`src/hw/rtl/fpa2_pkg.sv`:
```
// Shared types and constants for the fixed-point atan2 pipeline.
package fpa2_pkg;

    localparam int IN_W     = 32;
    localparam int MAG_W    = 33;
    localparam int Q_W      = 17;
    localparam int R_W      = 18;
    localparam int PROD_W   = 36;
    localparam int ANGLE_W  = 20;
    localparam int DIV_STEPS = 16;
    localparam int FRAC_BITS = 16;

    localparam logic signed [R_W-1:0]     COEF_CUBIC       = 18'sd12864;
    localparam logic signed [R_W-1:0]     COEF_LINEAR      = 18'sd64336;
    localparam logic signed [ANGLE_W-1:0] QUARTER_PI       = 20'sd51471;
    localparam logic signed [ANGLE_W-1:0] THREE_QUARTER_PI = 20'sd154415;

    typedef struct packed {
        logic valid;
        logic y_neg;
        logic x_neg;
        logic r_neg;
    } ctrl_t;

endpackage

```
`src/hw/rtl/fpa2_div.sv`:
```
// Pipelined restoring divider, one quotient bit per stage, for the Q16 ratio.
module fpa2_div
(
    input  logic                          clk,
    input  logic                          rst_n,
    input  logic                          en,
    input  fpa2_pkg::ctrl_t               in_ctrl,
    input  logic [fpa2_pkg::MAG_W-1:0]    mag,
    input  logic [fpa2_pkg::MAG_W-1:0]    den,
    output fpa2_pkg::ctrl_t               out_ctrl,
    output logic [fpa2_pkg::Q_W-1:0]      quot
);

    localparam int NS = fpa2_pkg::DIV_STEPS;

    fpa2_pkg::ctrl_t                 ctrl_reg [0:NS];
    logic [fpa2_pkg::Q_W-1:0]        q_reg    [0:NS];
    logic [fpa2_pkg::MAG_W-1:0]      rem_reg  [0:NS-1];
    logic [fpa2_pkg::MAG_W-1:0]      den_reg  [0:NS-1];

    logic                            top_bit;
    logic [fpa2_pkg::MAG_W-1:0]      rem0_next;
    logic [fpa2_pkg::Q_W-1:0]        q0_next;

    // The numerator magnitude never exceeds the divisor, so the top quotient
    // bit is set only when they are equal.
    always_comb
    begin
        top_bit   = (mag >= den);
        rem0_next = top_bit ? (mag - den) : mag;
        q0_next   = {{(fpa2_pkg::Q_W-1){1'b0}}, top_bit};
    end

    always_ff @(posedge clk or negedge rst_n)
    begin
        if (!rst_n)
        begin
            ctrl_reg[0] <= '0;
        end
        else if (en)
        begin
            ctrl_reg[0] <= in_ctrl;
        end
    end

    always_ff @(posedge clk)
    begin
        if (en)
        begin
            q_reg[0]   <= q0_next;
            rem_reg[0] <= rem0_next;
            den_reg[0] <= den;
        end
    end

    for (genvar k = 1; k <= NS; k++)
    begin : g_step
        logic [fpa2_pkg::MAG_W:0]    rem_shift;
        logic [fpa2_pkg::MAG_W+1:0]  diff;
        logic                        ge;
        logic [fpa2_pkg::Q_W-1:0]    q_next;

        always_comb
        begin
            rem_shift = {rem_reg[k-1], 1'b0};
            diff      = {1'b0, rem_shift} - {2'b00, den_reg[k-1]};
            ge        = ~diff[fpa2_pkg::MAG_W+1];
            q_next    = {q_reg[k-1][fpa2_pkg::Q_W-2:0], ge};
        end

        always_ff @(posedge clk or negedge rst_n)
        begin
            if (!rst_n)
            begin
                ctrl_reg[k] <= '0;
            end
            else if (en)
            begin
                ctrl_reg[k] <= ctrl_reg[k-1];
            end
        end

        always_ff @(posedge clk)
        begin
            if (en)
            begin
                q_reg[k] <= q_next;
            end
        end

        if (k < NS)
        begin : g_rem
            logic [fpa2_pkg::MAG_W-1:0] rem_next;

            always_comb
            begin
                rem_next = ge ? diff[fpa2_pkg::MAG_W-1:0]
                              : rem_shift[fpa2_pkg::MAG_W-1:0];
            end

            always_ff @(posedge clk)
            begin
                if (en)
                begin
                    rem_reg[k] <= rem_next;
                    den_reg[k] <= den_reg[k-1];
                end
            end
        end
    end

    assign out_ctrl = ctrl_reg[NS];
    assign quot     = q_reg[NS];

endmodule

```
`config.mk`:
```
export PLATFORM = sky130hd
export DESIGN_NAME = fpa2_div
export DESIGN_NICKNAME = d
export VERILOG_FILES = /design/src/hw/rtl/fpa2_pkg.sv /design/src/hw/rtl/fpa2_div.sv
export SDC_FILE = /design/constraint.sdc
export NUM_CORES = 2
export LEC_CHECK = 0
export ABC_AREA = 0
export BUFFER_PORTS_ARGS = -buffer_cell sky130_fd_sc_hd__buf_2
export CAP_MARGIN = 15
export CORE_MARGIN = 4
export CORE_UTILIZATION = 40
export DETAILED_ROUTE_END_ITERATION = 16
export GPL_ROUTABILITY_DRIVEN = 0
export PLACE_DENSITY_LB_ADDON = 0.25
export RECOVER_POWER = 50
export SLEW_MARGIN = 5
export SYNTH_ARGS = -nofsm -noshare
export SYNTH_HDL_FRONTEND = slang
export SYNTH_SLANG_ARGS = --single-unit
```
`constraint.sdc`:
```
create_clock -name clk -period 4.61 [get_ports clk]
set_input_delay 0.2305 -clock clk [delete_from_list [all_inputs] [get_ports clk]]
set_output_delay 0.2305 -clock clk [all_outputs]
set_load 0.01 [all_outputs]
```
==> impl_results.md <==
- Overflow after GRT: 0
- Most used routing layer: met2
- Min Tclk post-route: 4200 ps
- Post-route DRC violation count: 0
- Worst path top cell family by delay: compound AO/OA/AOI/OAI gates
- Final setup violation count: 0
- DR pass1 iterations: 6
- Max-cap violations: 8
- Max-slew violations: 638
- GRT Overall Usage: 14.6%
- Crit-path slowest cell: o31ai_1
- RR Endpoint: rem_reg[3][3]$_DFFE_PP_
- F_max: 238 MHz
- Initial Util: 40.2%
- Area share of the largest cell type after synthesis: 49.2%
- Synthesized flop and latch total: 1,277
- Synthesized area per cell: approximately 11 um2
- Via count: 48,800
- Hpwl dp: 106,000 um
- Slowest stage delay, CP: 550 ps
- Cell mode on critical path: a21oi_1
- Clk_lat worst skew: 770 ps
- Area of the core: 183,000 um2
- Post-synth EDFFs: 1,209
- Final WS setup: a little over 400 ps
- IO buf count: 93
- First DRT Iteration DRCs: 2,370
- Final worst-path cycle share: 91.1%
- Detail Route Antenna Nets: 0
- Critical Path Start Type: register
- Root buffer cell: clkbuf_16
- # H-tree levels: 4
- Post-synth top cells: edfxtp_1, inv_1, ha_1
- Largest net degree at the start of global routing: about 150
- Worst rel slew slack: -133%
- Failing checks: capacitance limit, slew limit
- Num CTS Buffers: 149
- Vias per cell: a little over 5
- Most common cell in the netlist: edfxtp_1
- Synth-to-layout area growth: 11.8%
- Met1 GRT Util: 15.1%
- Setup crit start: rem_reg[2][0]$_SDFFCE_PP0P_
- Met3 Track Usage GR: under 10%
- GR Util met2: between 20 and 30%
- Synth cell types: 105
- R2R Path Start: rem_reg[2][0]$_SDFFCE_PP0P_
- Data required, critical path: 5130 ps
- VDD IR max: 0.414 mV
- CP Cell Sequence: inv_1 > fa_1 > nor2b_1 > o21a_1 > o21a_1 > o41ai_2 > buf_4 > o31ai_1 > a21oi_1 > a31oi_1 > a41oi_4 > buf_4 > a21oi_1 > a21oi_1
- Tot Pwr: 56.1 mW
- Die span in x: 437 um
- Pre-CTS WS: 418 ps
- HP Class: input port to register
- CTS tree: built
- DP Area: 77,300 um2
- WL/cell: roughly 15 um
- Syn Inst Count: ~6,600
- I/O pin count: 94
- CTS Buffer Depth: 3
- Layout cells sized above 1: 9.64%
- Register-to-register setup slack: 410 ps
- Initial antenna violation count: 0
- Sink Count: around 1,300
- Post-synth top area cell: edfxtp_1
- Stages on worst setup path: 14
- Syn nets: 7,270
- Quantity of gates resized following cts: 0
- Mapped Area: between 70,000 and 80,000 um2
- Top_reg_cell synth: edfxtp_1
- Worst setup path end: rem_reg[3][3]$_DFFE_PP_
- Asr flop ratio synth: 5.32%
- Cells on worst reg2reg path: 14
- Final Util: 45.0%
- Cell row count: 157
- Worst-margin pin slew: approximately 3500 ps
- RSZ-0062 raised after global routing: no
- Register area share after synthesis: 51.5%
- Crit Path Max Fanout: 26
- LEAKAGE: about 34 nW
- Final instance area: roughly 82,000 um2
- Fin. Hold Viols: 0
- CP Data Arrival Time: roughly 4700 ps
- Vias in the first global route: around 50,000
- CP Buf/Inv Count: 3
- # diodes: 0
- Post-Route Setup TNS: 0 ps
- Die ar.: 191,000 um2
- Yosys warns: 0
- Die height: 437 um
- Pwr Density: 681 nW/um2
- Clock transition at the registers of the reported paths: 60 ps
- Status: finished, violations left
- Worst setup EP type: register
- Global-route wire length before repair: 235,000 um
- Ranking of synthesized cells by area: edfxtp_1, ha_1, mux2_2
- Crit Path Class: register to register
- # nets final: 7,468
- Final Skew: 22.1 ps
- Routed wire length: 141,000 um
==> metal layers <==
layer  vias to the layer above  routed length [um]
li1                      24600                   -
met1                     22700               55100
met2                      1024               73500
met3                       477                4830
met4                         0                7900
met5                         -                   0
==> layout by cell type, fill, tap and decap left out, types with 93 or more instances in the layout <==
cell       instances
edfxtp_1        1209
inv_1            667
ha_1             545
a21oi_1          524
nand2_1          502
o21ai_0          432
nor2_1           330
a21o_1           293
xnor2_1          263
mux2_2           246
xor2_1           178
clkbuf_16        151
nand3_1           93
==> logic make-up after synthesis <==
| family | after synthesis | share of synthesized area [%] |
|---|---|---|
| adder cells (fa/ha/maj) | 561 | 9.68 |
| XOR/XNOR | 441 | 5.24 |
| AND/OR/NAND/NOR | 1405 | 8.93 |
| AO/OA/AOI/OAI | 1811 | 15.6 |
| buffers and inverters | 852 | 4.53 |
| multiplexers | 289 | 4.52 |
| flip-flops | 1277 | 51.5 |
==> worst reg2reg max path, stage by stage (launching register included) <==
cell and delay, ps:
edfxtp_1 370, inv_1 70, fa_1 450, nor2b_1 130
o21a_1 140, o21a_1 170, o41ai_2 90, buf_4 160
o31ai_1 550, a21oi_1 280, a31oi_1 540, a41oi_4 440
buf_4 370, a21oi_1 140, a21oi_1 50
==> power breakdown <==
part | total (mW) | internal (mW) | switching [mW]
Sequential | 19.0 | 17.4 | 1.60
Clock | 10.9 | 6.35 | 4.53
Combinational | 26.2 | 12.0 | 14.2
Total | 56.1 | 35.7 | 20.4
==> metrics by stage <==
stage / hold WS (ps) / cells
finish: 184 / 9411
global route: 152 / 9411
global placement: 402 / 9075
CTS: 113 / 9411
floorplan: -65.1 / 6636
detailed placement: 405 / 9075
==> worst min-delay path by stage <==
stage,to,start,cells past startpoint
floorplan,ctrl_reg[10]$_DFFE_PN0P_,rst_n,0
global placement,q_reg[0][277]$_DFFE_PP_,q_reg[0][259]$_DFFE_PP_,0
detailed placement,q_reg[0][120]$_DFFE_PP_,q_reg[0][102]$_DFFE_PP_,0
CTS,den_reg[0][15]$_DFFE_PP_,den[15],2
global route,den_reg[0][20]$_DFFE_PP_,den[20],2
finish,den_reg[0][20]$_DFFE_PP_,den[20],2
==> final cells by class <==
type	instances	area, um2
inverters	669	2510
fillers	16600	101000
flip-flops and latches	1277	38000
well taps	2464	3080
repair buffers	230	1770
clock buffers	196	4000
clock inverters	68	568
multi-input cells	4507	32500
==> repair_timing <==
item	in CTS	in global routing
hold buffers	72	0
setup buffers	0	0
endpoints found under the hold margin	206	0
(Power assumes the default switching activity.)
