[config.mk]
export PLATFORM = sky130hd
export DESIGN_NAME = fpa2_prep
export DESIGN_NICKNAME = d
export VERILOG_FILES = /design/src/hw/rtl/fpa2_pkg.sv /design/src/hw/rtl/fpa2_prep.sv
export SDC_FILE = /design/constraint.sdc
export NUM_CORES = 1
export LEC_CHECK = 0
export ABC_CLOCK_PERIOD_IN_PS = 4300
export BUFFER_PORTS_ARGS = -buffer_cell sky130_fd_sc_hd__buf_2
export CAP_MARGIN = 0
export CORE_ASPECT_RATIO = 1.2
export CORE_MARGIN = 3
export CORE_UTILIZATION = 46
export DETAILED_ROUTE_END_ITERATION = 6
export PLACE_DENSITY = 0.67
export SYNTH_ARGS = -nofsm -noshare
export SYNTH_HDL_FRONTEND = slang
export SYNTH_SLANG_ARGS = --single-unit
[constraint.sdc]
create_clock -name clk -period 4.3 [get_ports clk]
set_input_delay 0.215 -clock clk [delete_from_list [all_inputs] [get_ports clk]]
set_output_delay 0.215 -clock clk [all_outputs]
set_load 0.01 [all_outputs]
[src/hw/rtl/fpa2_pkg.sv]
// Shared types and constants for the fixed-point atan2 pipeline.
package fpa2_pkg;

    localparam int IN_W     = 32;
    localparam int MAG_W    = 33;
    localparam int Q_W      = 17;
    localparam int R_W      = 18;
    localparam int PROD_W   = 36;
    localparam int ANGLE_W  = 20;
    localparam int DIV_STEPS = 16;
    localparam int FRAC_BITS = 16;

    localparam logic signed [R_W-1:0]     COEF_CUBIC       = 18'sd12864;
    localparam logic signed [R_W-1:0]     COEF_LINEAR      = 18'sd64336;
    localparam logic signed [ANGLE_W-1:0] QUARTER_PI       = 20'sd51471;
    localparam logic signed [ANGLE_W-1:0] THREE_QUARTER_PI = 20'sd154415;

    typedef struct packed {
        logic valid;
        logic y_neg;
        logic x_neg;
        logic r_neg;
    } ctrl_t;

endpackage

[src/hw/rtl/fpa2_prep.sv]
// Front stages: magnitude of y plus one, ratio numerator and denominator, numerator magnitude.
module fpa2_prep
(
    input  logic                          clk,
    input  logic                          rst_n,
    input  logic                          en,
    input  logic                          in_valid,
    input  logic signed [31:0]            y,
    input  logic signed [31:0]            x,
    output fpa2_pkg::ctrl_t               ctrl,
    output logic [fpa2_pkg::MAG_W-1:0]    mag,
    output logic [fpa2_pkg::MAG_W-1:0]    den
);

    fpa2_pkg::ctrl_t                    s1_ctrl_reg;
    fpa2_pkg::ctrl_t                    s1_ctrl_next;
    logic [fpa2_pkg::MAG_W-1:0]         s1_ay_reg;
    logic [fpa2_pkg::MAG_W-1:0]         s1_ay_next;
    logic signed [31:0]                 s1_x_reg;
    logic [31:0]                        y_abs;

    fpa2_pkg::ctrl_t                    s2_ctrl_reg;
    logic signed [33:0]                 s2_num_reg;
    logic signed [33:0]                 s2_num_next;
    logic [fpa2_pkg::MAG_W-1:0]         s2_den_reg;
    logic [fpa2_pkg::MAG_W-1:0]         s2_den_next;
    logic signed [33:0]                 x_ext;
    logic signed [33:0]                 ay_ext;
    logic signed [33:0]                 den_full;

    fpa2_pkg::ctrl_t                    s3_ctrl_reg;
    fpa2_pkg::ctrl_t                    s3_ctrl_next;
    logic [fpa2_pkg::MAG_W-1:0]         s3_mag_reg;
    logic [fpa2_pkg::MAG_W-1:0]         s3_mag_next;
    logic [fpa2_pkg::MAG_W-1:0]         s3_den_reg;
    logic signed [33:0]                 num_neg;

    always_comb
    begin
        y_abs              = y[31] ? 32'(-y) : 32'(y);
        s1_ay_next         = {1'b0, y_abs} + 33'd1;
        s1_ctrl_next.valid = in_valid;
        s1_ctrl_next.y_neg = y[31];
        s1_ctrl_next.x_neg = x[31];
        s1_ctrl_next.r_neg = 1'b0;
    end

    always_comb
    begin
        x_ext  = {{2{s1_x_reg[31]}}, s1_x_reg};
        ay_ext = $signed({1'b0, s1_ay_reg});
        if (s1_ctrl_reg.x_neg)
        begin
            s2_num_next = x_ext + ay_ext;
            den_full    = ay_ext - x_ext;
        end
        else
        begin
            s2_num_next = x_ext - ay_ext;
            den_full    = x_ext + ay_ext;
        end
        s2_den_next = den_full[fpa2_pkg::MAG_W-1:0];
    end

    always_comb
    begin
        num_neg            = -s2_num_reg;
        s3_mag_next        = s2_num_reg[33] ? num_neg[fpa2_pkg::MAG_W-1:0]
                                            : s2_num_reg[fpa2_pkg::MAG_W-1:0];
        s3_ctrl_next       = s2_ctrl_reg;
        s3_ctrl_next.r_neg = s2_num_reg[33];
    end

    always_ff @(posedge clk or negedge rst_n)
    begin
        if (!rst_n)
        begin
            s1_ctrl_reg <= '0;
            s2_ctrl_reg <= '0;
            s3_ctrl_reg <= '0;
        end
        else if (en)
        begin
            s1_ctrl_reg <= s1_ctrl_next;
            s2_ctrl_reg <= s1_ctrl_reg;
            s3_ctrl_reg <= s3_ctrl_next;
        end
    end

    always_ff @(posedge clk)
    begin
        if (en)
        begin
            s1_ay_reg  <= s1_ay_next;
            s1_x_reg   <= x;
            s2_num_reg <= s2_num_next;
            s2_den_reg <= s2_den_next;
            s3_mag_reg <= s3_mag_next;
            s3_den_reg <= s2_den_reg;
        end
    end

    assign ctrl = s3_ctrl_reg;
    assign mag  = s3_mag_reg;
    assign den  = s3_den_reg;

endmodule

==> results by group <==
Timing
  • Final Setup Violations: 0
  • Sum Neg Setup Slack: 0 ns
  • Setup Skew: 0.00994 ns
  • Hold Vio Cnt, Final: 0
  • RSZ-0062 raised after global routing: no
  • Fin crit share: 83.5%
  • Slew @ Worst Pin: 0.998 ns
  • Fin crit period: 3.59 ns
  • Slew Viols, Final: 0
  • Slew headroom: 33.4%
  • Fmax: 278 MHz

Route
  • Residual DRC: 0
  • DR vias/cell: 5.54
  • Avg WL per Cell: 17.6 um
  • Initial drt markers: 813
  • Antenna Nets Post-Route: 0
  • 1st-pass router iterations: 7
  • Via count of the routed design: 10,888
  • Total routed wirelength: 34,500 um

Floorplanning
  • Starting Density: 47.3%
  • Cell Rows: 69
  • CORE AREA: 0.0300 mm^2
  • Die Span X: 166 um
  • Die height: 198 um
  • DIE AREA: 0.0329 mm^2
  • I/O Pins: 138

Critical path
  • Crit path DAT: 3.84 ns
  • WP data required: 4.55 ns
  • Worst path slowest cell: ha_1
  • Reg2reg end: s2_num_reg[32]$_DFFE_PP_
  • Max stage delay on crit path: 0.45 ns
  • CP Class: flip-flop to flip-flop
  • Flop2flop setup slack: 0.71 ns
  • Type of origin of the critical path: flip-flop
  • Worst r2r src: s1_ay_reg[7]$_DFFE_PP_
  • Crit end category: flip-flop
  • Crit-path max FO: 10
  • Worst path top cell family by delay: compound AO/OA/AOI/OAI gates
  • Cell Chain, Critical Path: inv_1, ha_1, inv_1, o2111ai_1, a32oi_1, nand2_1, o31ai_1, buf_4, a311oi_1, buf_4, o31ai_1, a21oi_1, xnor2_1
  • R2r worst-path depth: 13
  • Buf+Inv Stages, Crit Path: 4

Pwr
  • PwrDens: 420 mW/mm^2
  • Max VDD drop: 0.000280 V
  • Leakage: 6.37 nW

Final layout
  • Nets: 1,734
  • Share of post-route cells with drive strength above 1: 14.0%
  • ANT cells: 0
  • Syn-to-layout area delta: 14.3%
  • Final instance area: 0.0162 mm^2
  • Max reg flops: 34

Hold path
  • Worst Hold End: s1_ay_reg[0]$_DFFE_PP_
  • HP Class: input port to flip-flop
  • Worst Hold Depth: 2
  • Hold_sp: y[0]

Global route
  • First-pass GRT wire length: 55,800 um
  • Largest net degree at the start of global routing: 97
  • Vias in the first global route: 10,612
  • Grt ovf: 0
  • Global-route usage over all layers: 20.5%
  • Initial antenna violation count: 0

Synth
  • Most common cell in the netlist: edfxtp_1
  • Synthesized flop and latch total: 206
  • Synth Net Count: 1,591
  • Post-synth EDFFs: 196
  • Synth warn: 0
  • Main area contributors after synthesis: edfxtp_1 42%, ha_1 8.9%, xnor2_1 8.0%
  • Syn Inst Count: 1,419
  • Synth Flop Type: edfxtp_1
  • Area leader, netlist: edfxtp_1
  • Fraction of registers with async set/reset: 4.85%
  • Yosys cell types: 84
  • Top cell type's share of synthesized area: 41.6%
  • Synth Cell Area: 0.0142 mm^2
  • Top post-synthesis cells by count: 196 x edfxtp_1, 131 x a21oi_1, 130 x xnor2_1
  • Syn avg cell area: 9.98 um^2
  • Post-synthesis sequential area ratio: 43.3%

Placed design
  • Post-DP HPWL: 26,900 um
  • Gpl congestion: 0.931
  • Placed Area: 0.0152 mm^2
  • Port bufs: 137

CTS
  • CTS tree: yes
  • CTS H-tree depth: 1
  • Post-CTS setup buffers: 0
  • Clock sinks: 206
  • CTS buffer count: 20
  • Clock Path Buffers: 3
  • Clk root buf: clkbuf_16
  • Clk Latency, worst-skew pair: 0.51 ns
  • Reg clk slew, reported paths: 0.06 ns

Run
  • Max-cap violations: 0

Outcome
  • Outcome: complete, no violations
logic make-up after synthesis:
logic type | Yosys count | share of synthesized area (%)
buffers and inverters | 181 | 4.92
AO/OA/AOI/OAI | 406 | 18.2
XOR/XNOR | 148 | 9.16
multiplexers | 28 | 2.06
other | 1 | 0.0265
adder cells (fa/ha/maj) | 104 | 9.35
flip-flops | 206 | 43.3
AND/OR/NAND/NOR | 345 | 13.0
what timing repair did:
action	CTS	global route
endpoints found under the hold margin	44	0
hold buffers	34	0
gates resized for setup	0	0
through the flow:
stage | std cells | hold WS, ns | util (%) | total power, mW | worst slack [ns]
6_report | 1966 | 0.0879 | 54.0 | 6.79 | 0.709
5_1_grt | 1966 | 0.0999 | 54.0 | 7.19 | 0.426
4_1_cts | 1966 | 0.0743 | 54.0 | 6.81 | 0.740
3_5_place_dp | 1896 | 0.104 | 50.7 | 5.09 | 0.526
3_3_place_gp | 1896 | 0.0994 | 50.7 | 5.07 | 0.643
2_1_floorplan | 1419 | -0.0806 | - | 4.38 | 0.899
layer usage:
metal	global-route usage, %	vias up	wire, um
met5	0	-	0
met4	4.59	0	640
met3	2.82	45	2010
met2	32.6	345	15200
met1	30.2	5056	16600
li1	-	5442	-
layout by cell type (no fill, tap or decap), types with 34 or more instances in the layout:
| cell type | Yosys | final |
|---|---|---|
| a21oi_1 | 131 | 131 |
| buf_2 | 5 | 136 |
| dlygate4sd3_1 | 0 | 34 |
| edfxtp_1 | 196 | 196 |
| ha_1 | 101 | 101 |
| inv_1 | 107 | 107 |
| nand2_1 | 73 | 73 |
| nor2_1 | 100 | 100 |
| o21ai_0 | 85 | 85 |
| o31ai_1 | 35 | 35 |
| xnor2_1 | 130 | 130 |
power by group:
part / switching [mW] / total, mW / internal (mW)
Clock: 0.734 / 1.69 / 0.956
Combinational: 1.33 / 2.21 / 0.879
Sequential: 0.193 / 2.89 / 2.70
how the worst max path moves through the flow:
stage / from / to / slack [ns] / cells after the start
after floorplan: y[0] / s1_ay_reg[29]$_DFFE_PP_ / 0.90 / 13
after global placement: y[0] / s1_ay_reg[28]$_DFFE_PP_ / 0.64 / 12
after detailed placement: y[0] / s1_ay_reg[29]$_DFFE_PP_ / 0.53 / 12
after CTS: s1_x_reg[6]$_DFFE_PP_ / s2_num_reg[32]$_DFFE_PP_ / 0.74 / 12
after global routing: s1_ay_reg[7]$_DFFE_PP_ / s2_den_reg[22]$_DFFE_PP_ / 0.43 / 11
final: s1_ay_reg[7]$_DFFE_PP_ / s2_num_reg[32]$_DFFE_PP_ / 0.71 / 13
final cells by class:
| type | count | area [um^2] |
|---|---|---|
| clock inverters | 14 | 110 |
| well taps | 390 | 488 |
| clock buffers | 22 | 529 |
| flip-flops and latches | 206 | 6140 |
| inverters | 115 | 432 |
| fillers | 2688 | 13800 |
| repair buffers | 187 | 1150 |
| multi-input cells | 1032 | 7320 |
No activity file was read; power rests on OpenSTA's default activity.
