**src/hw/rtl/fpa2_pkg.sv**
```systemverilog
// Shared types and constants for the fixed-point atan2 pipeline.
package fpa2_pkg;

    localparam int IN_W     = 32;
    localparam int MAG_W    = 33;
    localparam int Q_W      = 17;
    localparam int R_W      = 18;
    localparam int PROD_W   = 36;
    localparam int ANGLE_W  = 20;
    localparam int DIV_STEPS = 16;
    localparam int FRAC_BITS = 16;

    localparam logic signed [R_W-1:0]     COEF_CUBIC       = 18'sd12864;
    localparam logic signed [R_W-1:0]     COEF_LINEAR      = 18'sd64336;
    localparam logic signed [ANGLE_W-1:0] QUARTER_PI       = 20'sd51471;
    localparam logic signed [ANGLE_W-1:0] THREE_QUARTER_PI = 20'sd154415;

    typedef struct packed {
        logic valid;
        logic y_neg;
        logic x_neg;
        logic r_neg;
    } ctrl_t;

endpackage

```
**src/hw/rtl/fpa2_poly.sv**
```systemverilog
// Cubic correction stages, base angle and sign of the final angle.
module fpa2_poly
(
    input  logic                                clk,
    input  logic                                rst_n,
    input  logic                                en,
    input  fpa2_pkg::ctrl_t                     in_ctrl,
    input  logic [fpa2_pkg::Q_W-1:0]            quot,
    output logic                                out_valid,
    output logic signed [fpa2_pkg::ANGLE_W-1:0] angle
);

    fpa2_pkg::ctrl_t                        a_ctrl_reg;
    fpa2_pkg::ctrl_t                        b_ctrl_reg;
    fpa2_pkg::ctrl_t                        c_ctrl_reg;
    fpa2_pkg::ctrl_t                        d_ctrl_reg;
    fpa2_pkg::ctrl_t                        e_ctrl_reg;

    logic signed [fpa2_pkg::R_W-1:0]        r_a_reg;
    logic signed [fpa2_pkg::R_W-1:0]        r_a_next;
    logic signed [fpa2_pkg::R_W-1:0]        r_b_reg;
    logic signed [fpa2_pkg::R_W-1:0]        r_c_reg;
    logic signed [fpa2_pkg::R_W-1:0]        r2_b_reg;
    logic signed [fpa2_pkg::R_W-1:0]        r2_b_next;
    logic signed [fpa2_pkg::R_W-1:0]        u_c_reg;
    logic signed [fpa2_pkg::R_W-1:0]        u_c_next;
    logic signed [fpa2_pkg::R_W-1:0]        p_d_reg;
    logic signed [fpa2_pkg::R_W-1:0]        p_d_next;
    logic signed [fpa2_pkg::ANGLE_W-1:0]    angle_e_reg;
    logic signed [fpa2_pkg::ANGLE_W-1:0]    angle_e_next;

    logic signed [fpa2_pkg::R_W-1:0]        q_pos;
    logic signed [fpa2_pkg::PROD_W-1:0]     prod_b;
    logic signed [fpa2_pkg::PROD_W-1:0]     prod_c;
    logic signed [fpa2_pkg::PROD_W-1:0]     prod_d;
    logic signed [fpa2_pkg::PROD_W-1:0]     shr_b;
    logic signed [fpa2_pkg::PROD_W-1:0]     shr_c;
    logic signed [fpa2_pkg::PROD_W-1:0]     shr_d;
    logic signed [fpa2_pkg::ANGLE_W-1:0]    base;
    logic signed [fpa2_pkg::ANGLE_W-1:0]    sum_e;

    always_comb
    begin
        q_pos    = $signed({1'b0, quot});
        r_a_next = in_ctrl.r_neg ? -q_pos : q_pos;
    end

    always_comb
    begin
        prod_b    = r_a_reg * r_a_reg;
        shr_b     = prod_b >>> fpa2_pkg::FRAC_BITS;
        r2_b_next = shr_b[fpa2_pkg::R_W-1:0];
    end

    always_comb
    begin
        prod_c   = fpa2_pkg::COEF_CUBIC * r2_b_reg;
        shr_c    = prod_c >>> fpa2_pkg::FRAC_BITS;
        u_c_next = $signed(shr_c[fpa2_pkg::R_W-1:0]) - fpa2_pkg::COEF_LINEAR;
    end

    always_comb
    begin
        prod_d   = u_c_reg * r_c_reg;
        shr_d    = prod_d >>> fpa2_pkg::FRAC_BITS;
        p_d_next = shr_d[fpa2_pkg::R_W-1:0];
    end

    always_comb
    begin
        base         = d_ctrl_reg.x_neg ? fpa2_pkg::THREE_QUARTER_PI : fpa2_pkg::QUARTER_PI;
        sum_e        = {{(fpa2_pkg::ANGLE_W-fpa2_pkg::R_W){p_d_reg[fpa2_pkg::R_W-1]}}, p_d_reg}
                       + base;
        angle_e_next = d_ctrl_reg.y_neg ? -sum_e : sum_e;
    end

    always_ff @(posedge clk or negedge rst_n)
    begin
        if (!rst_n)
        begin
            a_ctrl_reg <= '0;
            b_ctrl_reg <= '0;
            c_ctrl_reg <= '0;
            d_ctrl_reg <= '0;
            e_ctrl_reg <= '0;
        end
        else if (en)
        begin
            a_ctrl_reg <= in_ctrl;
            b_ctrl_reg <= a_ctrl_reg;
            c_ctrl_reg <= b_ctrl_reg;
            d_ctrl_reg <= c_ctrl_reg;
            e_ctrl_reg <= d_ctrl_reg;
        end
    end

    always_ff @(posedge clk)
    begin
        if (en)
        begin
            r_a_reg     <= r_a_next;
            r_b_reg     <= r_a_reg;
            r2_b_reg    <= r2_b_next;
            r_c_reg     <= r_b_reg;
            u_c_reg     <= u_c_next;
            p_d_reg     <= p_d_next;
            angle_e_reg <= angle_e_next;
        end
    end

    assign out_valid = e_ctrl_reg.valid;
    assign angle     = angle_e_reg;

endmodule

```
**config.mk**
```make
export PLATFORM = sky130hd
export DESIGN_NAME = fpa2_poly
export DESIGN_NICKNAME = d
export VERILOG_FILES = /design/src/hw/rtl/fpa2_pkg.sv /design/src/hw/rtl/fpa2_poly.sv
export SDC_FILE = /design/constraint.sdc
export NUM_CORES = 2
export LEC_CHECK = 0
export ABC_AREA = 1
export CAP_MARGIN = 20
export CORE_MARGIN = 4
export CORE_UTILIZATION = 55
export DETAILED_ROUTE_END_ITERATION = 8
export DONT_BUFFER_PORTS = 1
export HOLD_SLACK_MARGIN = 0.08
export PLACE_DENSITY = 0.7
export SYNTH_ARGS = -nofsm -noshare
export SYNTH_HDL_FRONTEND = slang
export SYNTH_SLANG_ARGS = --single-unit
```
**constraint.sdc**
```tcl
create_clock -name clk -period 7.65 [get_ports clk]
set_clock_uncertainty 0.1 [all_clocks]
set_input_delay 0.765 -clock clk [delete_from_list [all_inputs] [get_ports clk]]
set_output_delay 0.765 -clock clk [all_outputs]
set_load 0.02 [all_outputs]
```
==> flow_summary.json <==
{
  "antenna_found_initial": 1,
  "r2r_start": "r_a_reg[17]$_SDFFCE_PN0P_",
  "rows": 88,
  "worst_slew_pin_slew_ns": 1.06,
  "cts.htree.levels": 4,
  "relSlewSlack": 0.294,
  "first_iter_violations": 1297,
  "setup_viol": 0,
  "via_per_inst": 5.07,
  "firstDrtPassIters": 8,
  "syn_area_um2": 31900,
  "met1_usage": 0.304,
  "clk_latency_ns": 0.48,
  "rsz0062_at_grt": "false",
  "hold_depth": 0,
  "dieHeight_um": 249,
  "drc": 0,
  "drv_cap": 0,
  "io_pins": 45,
  "r2r-end": "r2_b_reg[14]$_DFFE_PP_",
  "yosysUniqueCellTypes": 45,
  "drt-wirelength-per-cell_um": 15.6,
  "grt_usage": 0.237,
  "synth-simple-area-share": 0.151,
  "ys_async_sr_fraction": 0.0922,
  "hold_class": "in2reg",
  "yosysSeqAreaShare": 0.131,
  "clock_path_buffers": 2,
  "finalWeightedCongestion": 0.885,
  "antennaDiodeCount": 0,
  "hold_buffers": 1,
  "hp-start": "quot[0]",
  "largest_reg_flops": 20,
  "ys_warn_count": 0,
  "rr_worst_depth": 18,
  "synth.area.mux_share": 0.00106,
  "first_global_vias": 24000,
  "slew_viol_final": 0,
  "regToRegSetupSlack_ns": 1.00,
  "cts-resized-gates": 0,
  "clock_sinks": 141,
  "synth_seq_cells": 141,
  "met2_usage": 0.430,
  "dieArea_um2": 61900,
  "grt_pass1_wl_um": 119000,
  "syn-num-nets": 4751,
  "synth_top_cell_area_share": 0.391,
  "synth_ff_type": "edfxtp_1",
  "postCtsSetupBuffers": 0,
  "routed_wl_um": 70800,
  "synthTopCellsByArea": "fa_1 39%, inv_1 14%, edfxtp_1 12%",
  "clk_pin_slew_ns": 0.08,
  "root_buffer": "clkbuf_16",
  "busiest_layer": "met2",
  "synth-edff-count": 128,
  "yosysTopAreaCell": "fa_1",
  "die_w_um": 249,
  "finalCritPeriodShare": 0.869,
  "min_period_ns": 6.65,
  "worstPathRequired_ns": 7.76,
  "critPathKind": "reg2reg",
  "holdPathEnd": "r_a_reg[0]$_DFFE_PP_",
  "synth_compound_area_frac": 0.0369,
  "finalSetupTns_ns": 0,
  "detail-route-antenna-nets": 0,
  "syn_area_per_cell_um2": 8.30,
  "area_delta_synth_final_pct": 3.51,
  "drive_above_1_share": 0.0231,
  "synth_fa_ha_area_frac": 0.493,
  "nets": 4660,
  "grt_max_degree": 152,
  "cts_tree": "yes",
  "start_util": 0.554,
  "gr-total-overflow": 0,
  "coreArea_um2": 57600,
  "cp_max_fo": 23,
  "crit_arrival_ns": 6.75,
  "synth_xor_area_frac": 0.0343,
  "max_freq_ghz": 0.150,
  "end_kind": "register",
  "finalHoldViolCount": 0,
  "met3_usage": 0.0299,
  "status": "finished, final reports clean",
  "cts_buffers": 17,
  "synth_cells": 3845,
  "synth_top_family_by_area": "adder cells",
  "hpwl_um": 59200,
  "start_kind": "register",
  "vias": 23000,
  "io_buffers": 0
}
[critical path: stages (launching register included)]
cell,delay [ns]
edfxtp_1,0.86
nand2_1,0.29
fa_1,0.72
inv_1,0.14
fa_1,0.60
inv_1,0.20
fa_1,0.54
fa_1,0.59
fa_1,0.43
fa_1,0.49
inv_1,0.04
ha_1,0.35
nand2_1,0.10
inv_1,0.09
nand3_1,0.11
nor3_1,0.23
nand2_1,0.07
o21ai_0,0.29
xor2_1,0.10
[worst max path at each step]
stage,to,depth (start not counted),start
after floorplan,r2_b_reg[16]$_DFFE_PP_,19,r_a_reg[4]$_DFFE_PP_
after global placement,r2_b_reg[14]$_DFFE_PP_,18,r_a_reg[17]$_SDFFCE_PN0P_
after detailed placement,r2_b_reg[14]$_DFFE_PP_,18,r_a_reg[17]$_SDFFCE_PN0P_
after CTS,r2_b_reg[14]$_DFFE_PP_,18,r_a_reg[17]$_SDFFCE_PN0P_
after global routing,r2_b_reg[14]$_DFFE_PP_,18,r_a_reg[17]$_SDFFCE_PN0P_
final,r2_b_reg[14]$_DFFE_PP_,18,r_a_reg[17]$_SDFFCE_PN0P_
[cells by family after synthesis]
logic type	after synthesis
compound gates	209
xor+xnor	125
buf+inv	1298
mux	3
flops	141
simple gates	1187
fa+ha+maj	882
[area by class of cell]
class,instances,area [um^2]
flip-flops and latches,141,4170
repair buffers,8,62.6
clock buffers,18,429
clock inverters,14,128
well taps,765,957
multi-input cells,2406,22900
fillers,5211,24600
inverters,1180,4430
[placed cells by master, fill, tap and decap left out, drive strengths merged, types with 31 or more instances in the layout]
cell type / netlist / layout
nand4: 31 / 31
nand2: 869 / 869
nand3: 84 / 84
ha: 258 / 258
nor2: 149 / 149
edfxtp: 128 / 128
a21oi: 97 / 97
xor2: 79 / 79
fa: 624 / 624
xnor2: 46 / 46
o21ai: 63 / 63
inv: 1179 / 1188
[cells in the mapped netlist, types with 14 or more instances]
cell type and instances:
inv_1 1178, nand2_1 853, fa_1 624, ha_1 258
nor2_1 140, edfxtp_1 128, clkbuf_1 98, a21oi_1 95
nand3_1 82, xor2_1 79, o21ai_0 62, xnor2_1 46
nand4_1 31, nor3_1 24, nand2_2 16, a21o_1 14
or2_2 14
[per-layer routing]
| layer | up-vias | part of all wire |
|---|---|---|
| li1 | 10900 | - |
| met1 | 11400 | 0.41 |
| met2 | 553 | 0.52 |
| met3 | 98 | 0.052 |
| met4 | 2 | 0.021 |
| met5 | - | 0.00024 |
[through the flow]
step	setup WS (ns)	instance area [um^2]	util	hold WS, ns	cells
floorplan	1.76	31900	-	0.300	3845
global placement	1.02	32500	0.564	0.303	4499
detailed placement	1.05	32500	0.564	0.305	4499
CTS	0.989	33000	0.574	0.245	4532
global route	0.465	33000	0.574	0.257	4532
finish	1.00	33000	0.574	0.278	4532
Power is left out: the tool's default activity adds up to more than one toggle a clock period on the data nets, which glitch-free logic cannot reach.
