File: config.mk
export PLATFORM = sky130hd
export DESIGN_NAME = fpa2_skid
export DESIGN_NICKNAME = d
export VERILOG_FILES = /design/src/hw/rtl/fpa2_pkg.sv /design/src/hw/rtl/fpa2_skid.sv
export SDC_FILE = /design/constraint.sdc
export NUM_CORES = 1
export LEC_CHECK = 0
export BUFFER_PORTS_ARGS = -buffer_cell sky130_fd_sc_hd__buf_4
export CORE_AREA = 2 2 58 60
export DETAILED_ROUTE_END_ITERATION = 12
export DIE_AREA = 0 0 60 62
export PLACE_DENSITY_LB_ADDON = 0.15
export SLEW_MARGIN = 0
export SYNTH_ARGS = -nofsm -noshare
export SYNTH_HDL_FRONTEND = slang
export SYNTH_SLANG_ARGS = --single-unit
File: constraint.sdc
create_clock -name clk -period 2 [get_ports clk]
set_input_delay 0 -clock clk [delete_from_list [all_inputs] [get_ports clk]]
set_output_delay 0 -clock clk [all_outputs]
set_load 0.1 [all_outputs]
File: src/hw/rtl/fpa2_pkg.sv
// Shared types and constants for the fixed-point atan2 pipeline.
package fpa2_pkg;

    localparam int IN_W     = 32;
    localparam int MAG_W    = 33;
    localparam int Q_W      = 17;
    localparam int R_W      = 18;
    localparam int PROD_W   = 36;
    localparam int ANGLE_W  = 20;
    localparam int DIV_STEPS = 16;
    localparam int FRAC_BITS = 16;

    localparam logic signed [R_W-1:0]     COEF_CUBIC       = 18'sd12864;
    localparam logic signed [R_W-1:0]     COEF_LINEAR      = 18'sd64336;
    localparam logic signed [ANGLE_W-1:0] QUARTER_PI       = 20'sd51471;
    localparam logic signed [ANGLE_W-1:0] THREE_QUARTER_PI = 20'sd154415;

    typedef struct packed {
        logic valid;
        logic y_neg;
        logic x_neg;
        logic r_neg;
    } ctrl_t;

endpackage

File: src/hw/rtl/fpa2_skid.sv
// Output skid register that holds one result while the receiver stalls.
module fpa2_skid
(
    input  logic                                clk,
    input  logic                                rst_n,
    input  logic                                pipe_valid,
    input  logic signed [fpa2_pkg::ANGLE_W-1:0] pipe_angle,
    input  logic                                out_stall,
    output logic                                out_valid,
    output logic signed [fpa2_pkg::ANGLE_W-1:0] out_angle,
    output logic                                full
);

    logic                                   skid_valid_reg;
    logic                                   skid_valid_next;
    logic signed [fpa2_pkg::ANGLE_W-1:0]    skid_angle_reg;
    logic                                   capture;

    always_comb
    begin
        capture         = !skid_valid_reg && pipe_valid && out_stall;
        skid_valid_next = skid_valid_reg ? out_stall : capture;
    end

    always_ff @(posedge clk or negedge rst_n)
    begin
        if (!rst_n)
        begin
            skid_valid_reg <= 1'b0;
        end
        else
        begin
            skid_valid_reg <= skid_valid_next;
        end
    end

    always_ff @(posedge clk)
    begin
        if (capture)
        begin
            skid_angle_reg <= pipe_angle;
        end
    end

    assign out_valid = skid_valid_reg || pipe_valid;
    assign out_angle = skid_valid_reg ? skid_angle_reg : pipe_angle;
    assign full      = skid_valid_reg;

endmodule

==> results by group, run 1 <==
Die
  • Starting Density: 28.18%
  • Core area: roughly 3200 µm²
  • Row count: 21
  • Die Y: 62 µm
  • Die X-Extent: 60 µm
  • Die area: about 3700 µm²
  • I/O pins: 46

Clock tree
  • CTS tree: built
  • H-tree levels: 1
  • Clock Path Buffers: 2
  • Skew-Pair Late Insertion Delay: 0.29 ns
  • Root buffer cell: clkbuf_4
  • # clock sinks: 21
  • TritonCTS Buffers: 3
  • CTS clk-pin slew, worst paths: 0.11 ns

STA
  • Fmax: 0.6460 GHz
  • Crit path time final: 1.548 ns
  • Final Max Slew Viols: 0
  • RSZ-0062 raised after global routing: false
  • Setup TNS: 0 ns
  • Fin crit share: around 77%
  • Relative slew slack: 69.17%
  • Fin. Hold Viols: 0
  • Final setup fails: 0
  • Hold Slack: 0.4112 ns
  • Clock Skew: roughly 0.0018 ns
  • Worst Tran Pin Value: around 0.46 ns

Setup path
  • R2R Path Start: full
  • Cells along the critical path: buf_4 > mux2_2 > buf_4
  • Instance count on the critical path: 3
  • Reg2Reg Depth: 3
  • Crit path buffers/inverters: 2
  • CP arrival: between 1.5 and 2 ns
  • Crit Reg-Reg Endpoint: full
  • CP Class: reg2out
  • Setup crit end kind: output port
  • Crit path launch type: register
  • Crit path max-delay family: buffers and inverters
  • Slowest cell on crit path: mux2_2
  • Most Frequent Cell on Critical Path: buf_4
  • Crit-path max cell delay: approximately 0.38 ns
  • Crit-path max FO: 23
  • Setup slack, reg-to-reg: 0.54 ns
  • Critical Path RT: 2.00 ns

Placement
  • PortBufs: 45
  • Global placer's final weighted congestion: 0.6383
  • HPWL after DPL: 1.166 mm
  • Placed cells: 136

Logic synthesis
  • Synth cell types: 7
  • Synth Cell Area: about 900 µm²
  • Seq/Total Area, Yosys: 69.83%
  • Syn Nets: 70
  • Synthesized area per cell: 19.48 µm²
  • #FFs+latches synth: 21
  • Synth Instances: between 40 and 50
  • Number of synthesis warnings: 0

GRT
  • Global-route wire length before repair: 2.773 mm
  • Initial antenna violation count: 0
  • Vias in the first global route: ~660
  • GRT Total Usage: between 10 and 15%
  • Grt ovf: 0
  • Largest net degree at the start of global routing: 24

Route
  • Via density: between 3 and 4
  • Final antenna-violating net count: 0
  • Pre-antenna DRT Iters: 3
  • Drt wl/cell: 10.95 µm
  • Drt drc: 0
  • Vias after detailed routing: 634
  • Drt total wl: roughly 1.8 mm
  • Starting DRC count in detailed routing: 12

Hold path
  • Hold EP: skid_angle_reg[15]
  • Hold Path Stages: 2
  • Worst Hold Class: in2reg
  • Hold wc startpoint: pipe_valid

Power and ir drop
  • Switching Fraction: 38.18%
  • P per Cell Area: 752.0 nW/µm²
  • Clock power frac: 16.8%
  • P_sw: 443.3 µW
  • P_leak: slightly above 0.0006 µW
  • Maximum VDD drop: 0.2904 mV
  • Sequential Power Share: 43.5%
  • P_int: 717.7 µW
  • Logic pwr share: 39.6%

Final layout
  • N_diodes: 0
  • Area used by multi-input combinational logic: roughly 250 µm²
  • Storage cell area: 625.6 µm²
  • Layout Nets: 143
  • Share of cells above drive strength 1: about three fifths
  • Filler Cell Count: 296
  • Area growth, synth to finish: 72.35%
  • Final Non-Filler Cells: ~160
  • Max FFs per register: 20
  • Utilization after layout: 48.56%

Outcome
  • Outcome: complete, no violations

Flow run
  • Max_cap viols: 0
-- metrics by stage --
step	power (µW)	instance area, µm²	worst slack, ns
floorplan	843.5	897.1	0.1115
global placement	938.4	1277	0.7522
detailed placement	939.6	1277	0.7259
CTS	1180	1544	0.4206
global route	1207	1544	0.3688
finish	1161	1544	0.4521
-- routing by layer --
metal / part of all wire [%] / up-vias / track usage, %
met5: 0 / - / 0
met2: 44 / 32 / 15.68
met1: 48 / 276 / 14.10
met3: 8.0 / 0 / 1.863
met4: 0 / 0 / 3.810
li1: - / 326 / -
-- worst max path at each step --
stage	startpoint	to	slack [ns]
after floorplan	full	skid_angle_reg[0]	0.11
after global routing	full	out_angle[11]	0.37
after global placement	full	skid_angle_reg[6]	0.75
after detailed placement	full	skid_angle_reg[2]	0.73
after CTS	full	out_angle[0]	0.42
final	full	out_angle[6]	0.45
-- power groups by stage --
| stage | Clock [µW] | Sequential [µW] | Combinational, µW |
|---|---|---|---|
| 2_1_floorplan | 0 | 526 | 318 |
| 3_3_place_gp | 0 | 515 | 423 |
| 3_5_place_dp | 0 | 515 | 425 |
| 4_1_cts | 212 | 505 | 463 |
| 5_1_grt | 223 | 507 | 477 |
| 6_report | 196 | 505 | 460 |
-- cell families (layout without fill, tap and decap cells) --
logic type | count (synthesis) | in the layout | share of synthesized area [%]
AO/OA/AOI/OAI | 1 | 1 | 0.8383
flip-flops | 21 | 21 | 69.83
multiplexers | 20 | 20 | 25.14
buffers and inverters | 2 | 74 | 2.514
AND/OR/NAND/NOR | 2 | 2 | 1.677
-- cells in the mapped netlist, drive strengths merged --
cell type / n / area share, %
and3b: 1 / 0.98
buf: 2 / 2.5
dfrtp: 1 / 2.8
edfxtp: 20 / 67
mux2: 20 / 25
o21a: 1 / 0.84
or2: 1 / 0.70
-- worst register-to-register path: stages, from the launching register on --
cell           delay, ns
dfrtp_1             0.39
buf_4               0.22
o21a_1              0.20
dlygate4sd3_1       0.54
-- area by class of cell --
cell class,instances,share of cell area [%]
clock buffer,4,1.702
multi-input combinational,23,16.13
sequential,21,40.52
tap,46,3.728
timing repair buffer,70,37.93
-- layout by cell type (no fill, tap or decap) --
cell type      count
and3b_2            1
buf_4             46
clkbuf_1           1
clkbuf_4           3
dfrtp_1            1
dlygate4sd3_1     24
edfxtp_1          20
mux2_2            20
o21a_1             1
or2_2              1
-- timing repair --
action / in CTS / in global routing
endpoints found under the hold margin: 22 / 0
resized for setup: 0 / 0
setup endpoints to repair: 0 / 0
buffers inserted: 0 / 0
hold buffers: 24 / 0
(Power assumes the default switching activity.)
==> run 2: changes to the inputs <==
ABC_AREA = 1   (was not set)
CORE_AREA = 2 2 59 61   (was 2 2 58 60)
DIE_AREA = 0 0 61 63   (was 0 0 60 62)
clock period = 1.6 ns   (was 2 ns; I/O delays follow)
==> run 2 against run 1 <==
  * Cell count increased by 30%
  * Register-to-register slack got worse by 0.09 ns
  * Global-route usage increased by 1.7 points
  * Setup slack got worse by 0.29 ns
  * Flip-flop and latch count unchanged
  * Clock power increased by 26%
  * Critical path type unchanged
  * Critical endpoint is now out_angle[13]
  * Largest power group is now combinational logic
==> results by group, run 2 <==
Outcome
  • Outcome: complete, no violations

Clock tree
  • # clock sinks: 21 (unchanged)
  • Clock Path Buffers: 2 (unchanged)
  • H-tree levels: 1 (unchanged)
  • Root buffer cell: clkbuf_4
  • CTS tree: built
  • Skew-Pair Late Insertion Delay: 0.29 ns (about the same)
  • TritonCTS Buffers: 3 (unchanged)
  • CTS clk-pin slew, worst paths: 0.11 ns (about the same)

STA
  • Worst Tran Pin Value: 0.2835 ns (-0.1790 ns)
  • Crit path time final: 1.434 ns
  • Fin. Hold Viols: 0 (unchanged)
  • Fmax: around 0.70 GHz
  • Clock Skew: 0.002979 ns (+0.001221 ns)
  • Setup TNS: 0 ns (unchanged)
  • Final Max Slew Viols: 0 (unchanged)
  • RSZ-0062 raised after global routing: false
  • Fin crit share: 89.61%
  • Relative slew slack: 81.26% (+12 points)
  • Hold Slack: 0.4254 ns (+0.01424 ns)
  • Final setup fails: 0 (unchanged)

Logic synthesis
  • Synthesized area per cell: 9.942 µm² (-49%)
  • #FFs+latches synth: 21 (unchanged)
  • Number of flops mapped to enable cells by yosys: 20 (unchanged)
  • Synth Instances: 92 (+100%)
  • Number of synthesis warnings: 0 (unchanged)
  • Post-synth top cells: nand2_1 (61), edfxtp_1 (20), nor2_1 (3)
  • Post-synth top area cell: edfxtp_1
  • Synth cell types: 8 (+1)
  • Synth area leaders: edfxtp_1 (66%), nand2_1 (25%), dfrtp_1 (2.7%)
  • Synth Cell Area: 914.6 µm² (+2.1%)
  • Top_reg_cell synth: edfxtp_1
  • Asr flop ratio synth: 4.762% (unchanged)
  • Yosys top cell area share: 65.66% (-1.4 points)
  • Most common cell in the netlist: nand2_1
  • Seq/Total Area, Yosys: 68.40% (-1.4 points)
  • Syn Nets: 116 (+66%)

Route
  • Drt drc: 0 (unchanged)
  • Via density: 3.897 (+0.80%)
  • Drt total wl: 2.152 mm (+20%)
  • Starting DRC count in detailed routing: 31 (+19)
  • Vias after detailed routing: 830 (+31%)
  • Final antenna-violating net count: 0 (unchanged)
  • Drt wl/cell: 10.10 µm (-7.7%)
  • Pre-antenna DRT Iters: 3 (unchanged)

Die
  • Starting Density: 28.30% (+0.12 points)
  • Core area: 3232 µm² (+1.7%)
  • I/O pins: 46 (unchanged)
  • Die X-Extent: 61 µm (+1.7%)
  • Die area: 3843 µm² (+3.3%)
  • Die Y: 63 µm (+1.6%)
  • Row count: 21 (unchanged)

GRT
  • Largest net degree at the start of global routing: 21 (-13%)
  • Global-route wire length before repair: 3.415 mm (+23%)
  • GRT Total Usage: 11.80% (+1.7 points)
  • Grt ovf: 0 (unchanged)
  • Vias in the first global route: 820 (+25%)
  • Initial antenna violation count: 0 (unchanged)

Power and ir drop
  • Logic pwr share: 41.9% (+2.3 points)
  • Switching Fraction: 41.02% (+2.8 points)
  • P_sw: 623.8 µW (+41%)
  • Sequential Power Share: 41.9% (-1.6 points)
  • Tot Pwr: 1521 µW (+31%)
  • P per Cell Area: 925.8 nW/µm² (+23%)
  • Maximum VDD drop: 0.3750 mV (+29%)
  • P_int: 897.1 µW (+25%)
  • Clock power frac: 16.2% (-0.6 points)
  • P_leak: 0.0007549 µW (+21%)

Setup path
  • CP Class: reg2out
  • Slowest cell on crit path: dfrtp_2
  • Critical Path RT: 1.60 ns (-0.40 ns)
  • CP arrival: 1.43 ns (-0.12 ns)
  • Cells along the critical path: inv_4 > nand2_1 > nand2_2 > buf_4
  • Crit path max-delay family: flip-flops
  • Setup crit end kind: output port
  • Crit path buffers/inverters: 2 (unchanged)
  • Crit path launch type: register
  • Crit-path max cell delay: 0.50 ns (+0.12 ns)
  • Crit-path max FO: 20 (-13%)

Placement
  • Global placer's final weighted congestion: 0.6119 (-4.1%)
  • PortBufs: 45 (unchanged)
  • HPWL after DPL: 1.526 mm (+31%)

Final layout
  • Area growth, synth to finish: 79.62%
  • Share of cells above drive strength 1: 45.51% (-15 points)
  • Most common cell after layout, fill and taps aside: buf_4
  • N_diodes: 0 (unchanged)
  • Max FFs per register: 20 (unchanged)
  • Layout Nets: 192 (+34%)
  • Commonest cells after routing, fill and taps aside: buf_4 (51), nand2_1 (42), dlygate4sd3_1 (24), edfxtp_1 (20), nand2_2 (19)

Flow run
  • Max_cap viols: 0 (unchanged)

Hold path
  • Worst Hold Class: in2reg
run 2: what timing repair did:
| item | 4_1_cts | 5_1_grt |
|---|---|---|
| hold endpoints to repair | 22 | 0 |
| pin swaps | 0 | 0 |
| setup endpoints to repair | 20 | 13 |
| resized for setup | 1 | 0 |
| hold buffers | 24 | 0 |
| setup buffers | 0 | 3 |
run 2: cell families after synthesis:
group         Yosys count  share of synthesized area (%)
simple gates           64                          26.27
buf+inv                 7                          5.334
flops                  21                          68.40
run 2: routing by layer:
| layer | GRT usage, % | vias to the layer above | share of wire [%] |
|---|---|---|---|
| li1 | - | 441 | - |
| met1 | 15.59 | 357 | 46 |
| met5 | 0 | - | 0 |
| met2 | 19.62 | 30 | 49 |
| met3 | 1.863 | 2 | 5.3 |
| met4 | 3.261 | 0 | 0.37 |
run 2: final cells by class:
| type | instances | area, µm² |
|---|---|---|
| Tap cell | 46 | 57.56 |
| Inverter | 3 | 13.76 |
| Sequential cell | 21 | 626.9 |
| Clock buffer | 4 | 26.28 |
| Fill cell | 297 | 1589 |
| Multi-Input combinational cell | 64 | 295.3 |
| Timing Repair Buffer | 75 | 623.1 |
run 2: worst paths after layout:
check,to,slack [ns],start,cells after the start
min in group asynchronous,full,0.53,rst_n,3
hold reg to reg,skid_angle_reg[17],0.87,full,2
setup reg to reg,skid_angle_reg[7],0.45,full,2
max in group asynchronous,full,0.96,rst_n,3
hold / removal,skid_angle_reg[16],0.43,pipe_angle[16],2
setup / recovery,out_angle[13],0.17,full,4
run 2: power by group through the flow:
stage / clock network, µW / logic, µW / registers, µW
2_1_floorplan: 0 / 442 / 658
3_3_place_gp: 0 / 580 / 651
3_5_place_dp: 0 / 584 / 652
4_1_cts: 259 / 631 / 640
5_1_grt: 288 / 666 / 639
6_report: 247 / 638 / 637
run 2: through the flow:
step | utilization, % | worst slack, ns | cell area [µm²] | cells
after floorplan | - | 0.007460 | 970.9 | 92
after CTS | 50.14 | 0.06230 | 1620 | 210
after global placement | 41.81 | 0.3481 | 1351 | 182
after detailed placement | 41.81 | 0.3137 | 1351 | 182
final | 50.83 | 0.1663 | 1643 | 213
after global routing | 50.83 | 0.06888 | 1643 | 213
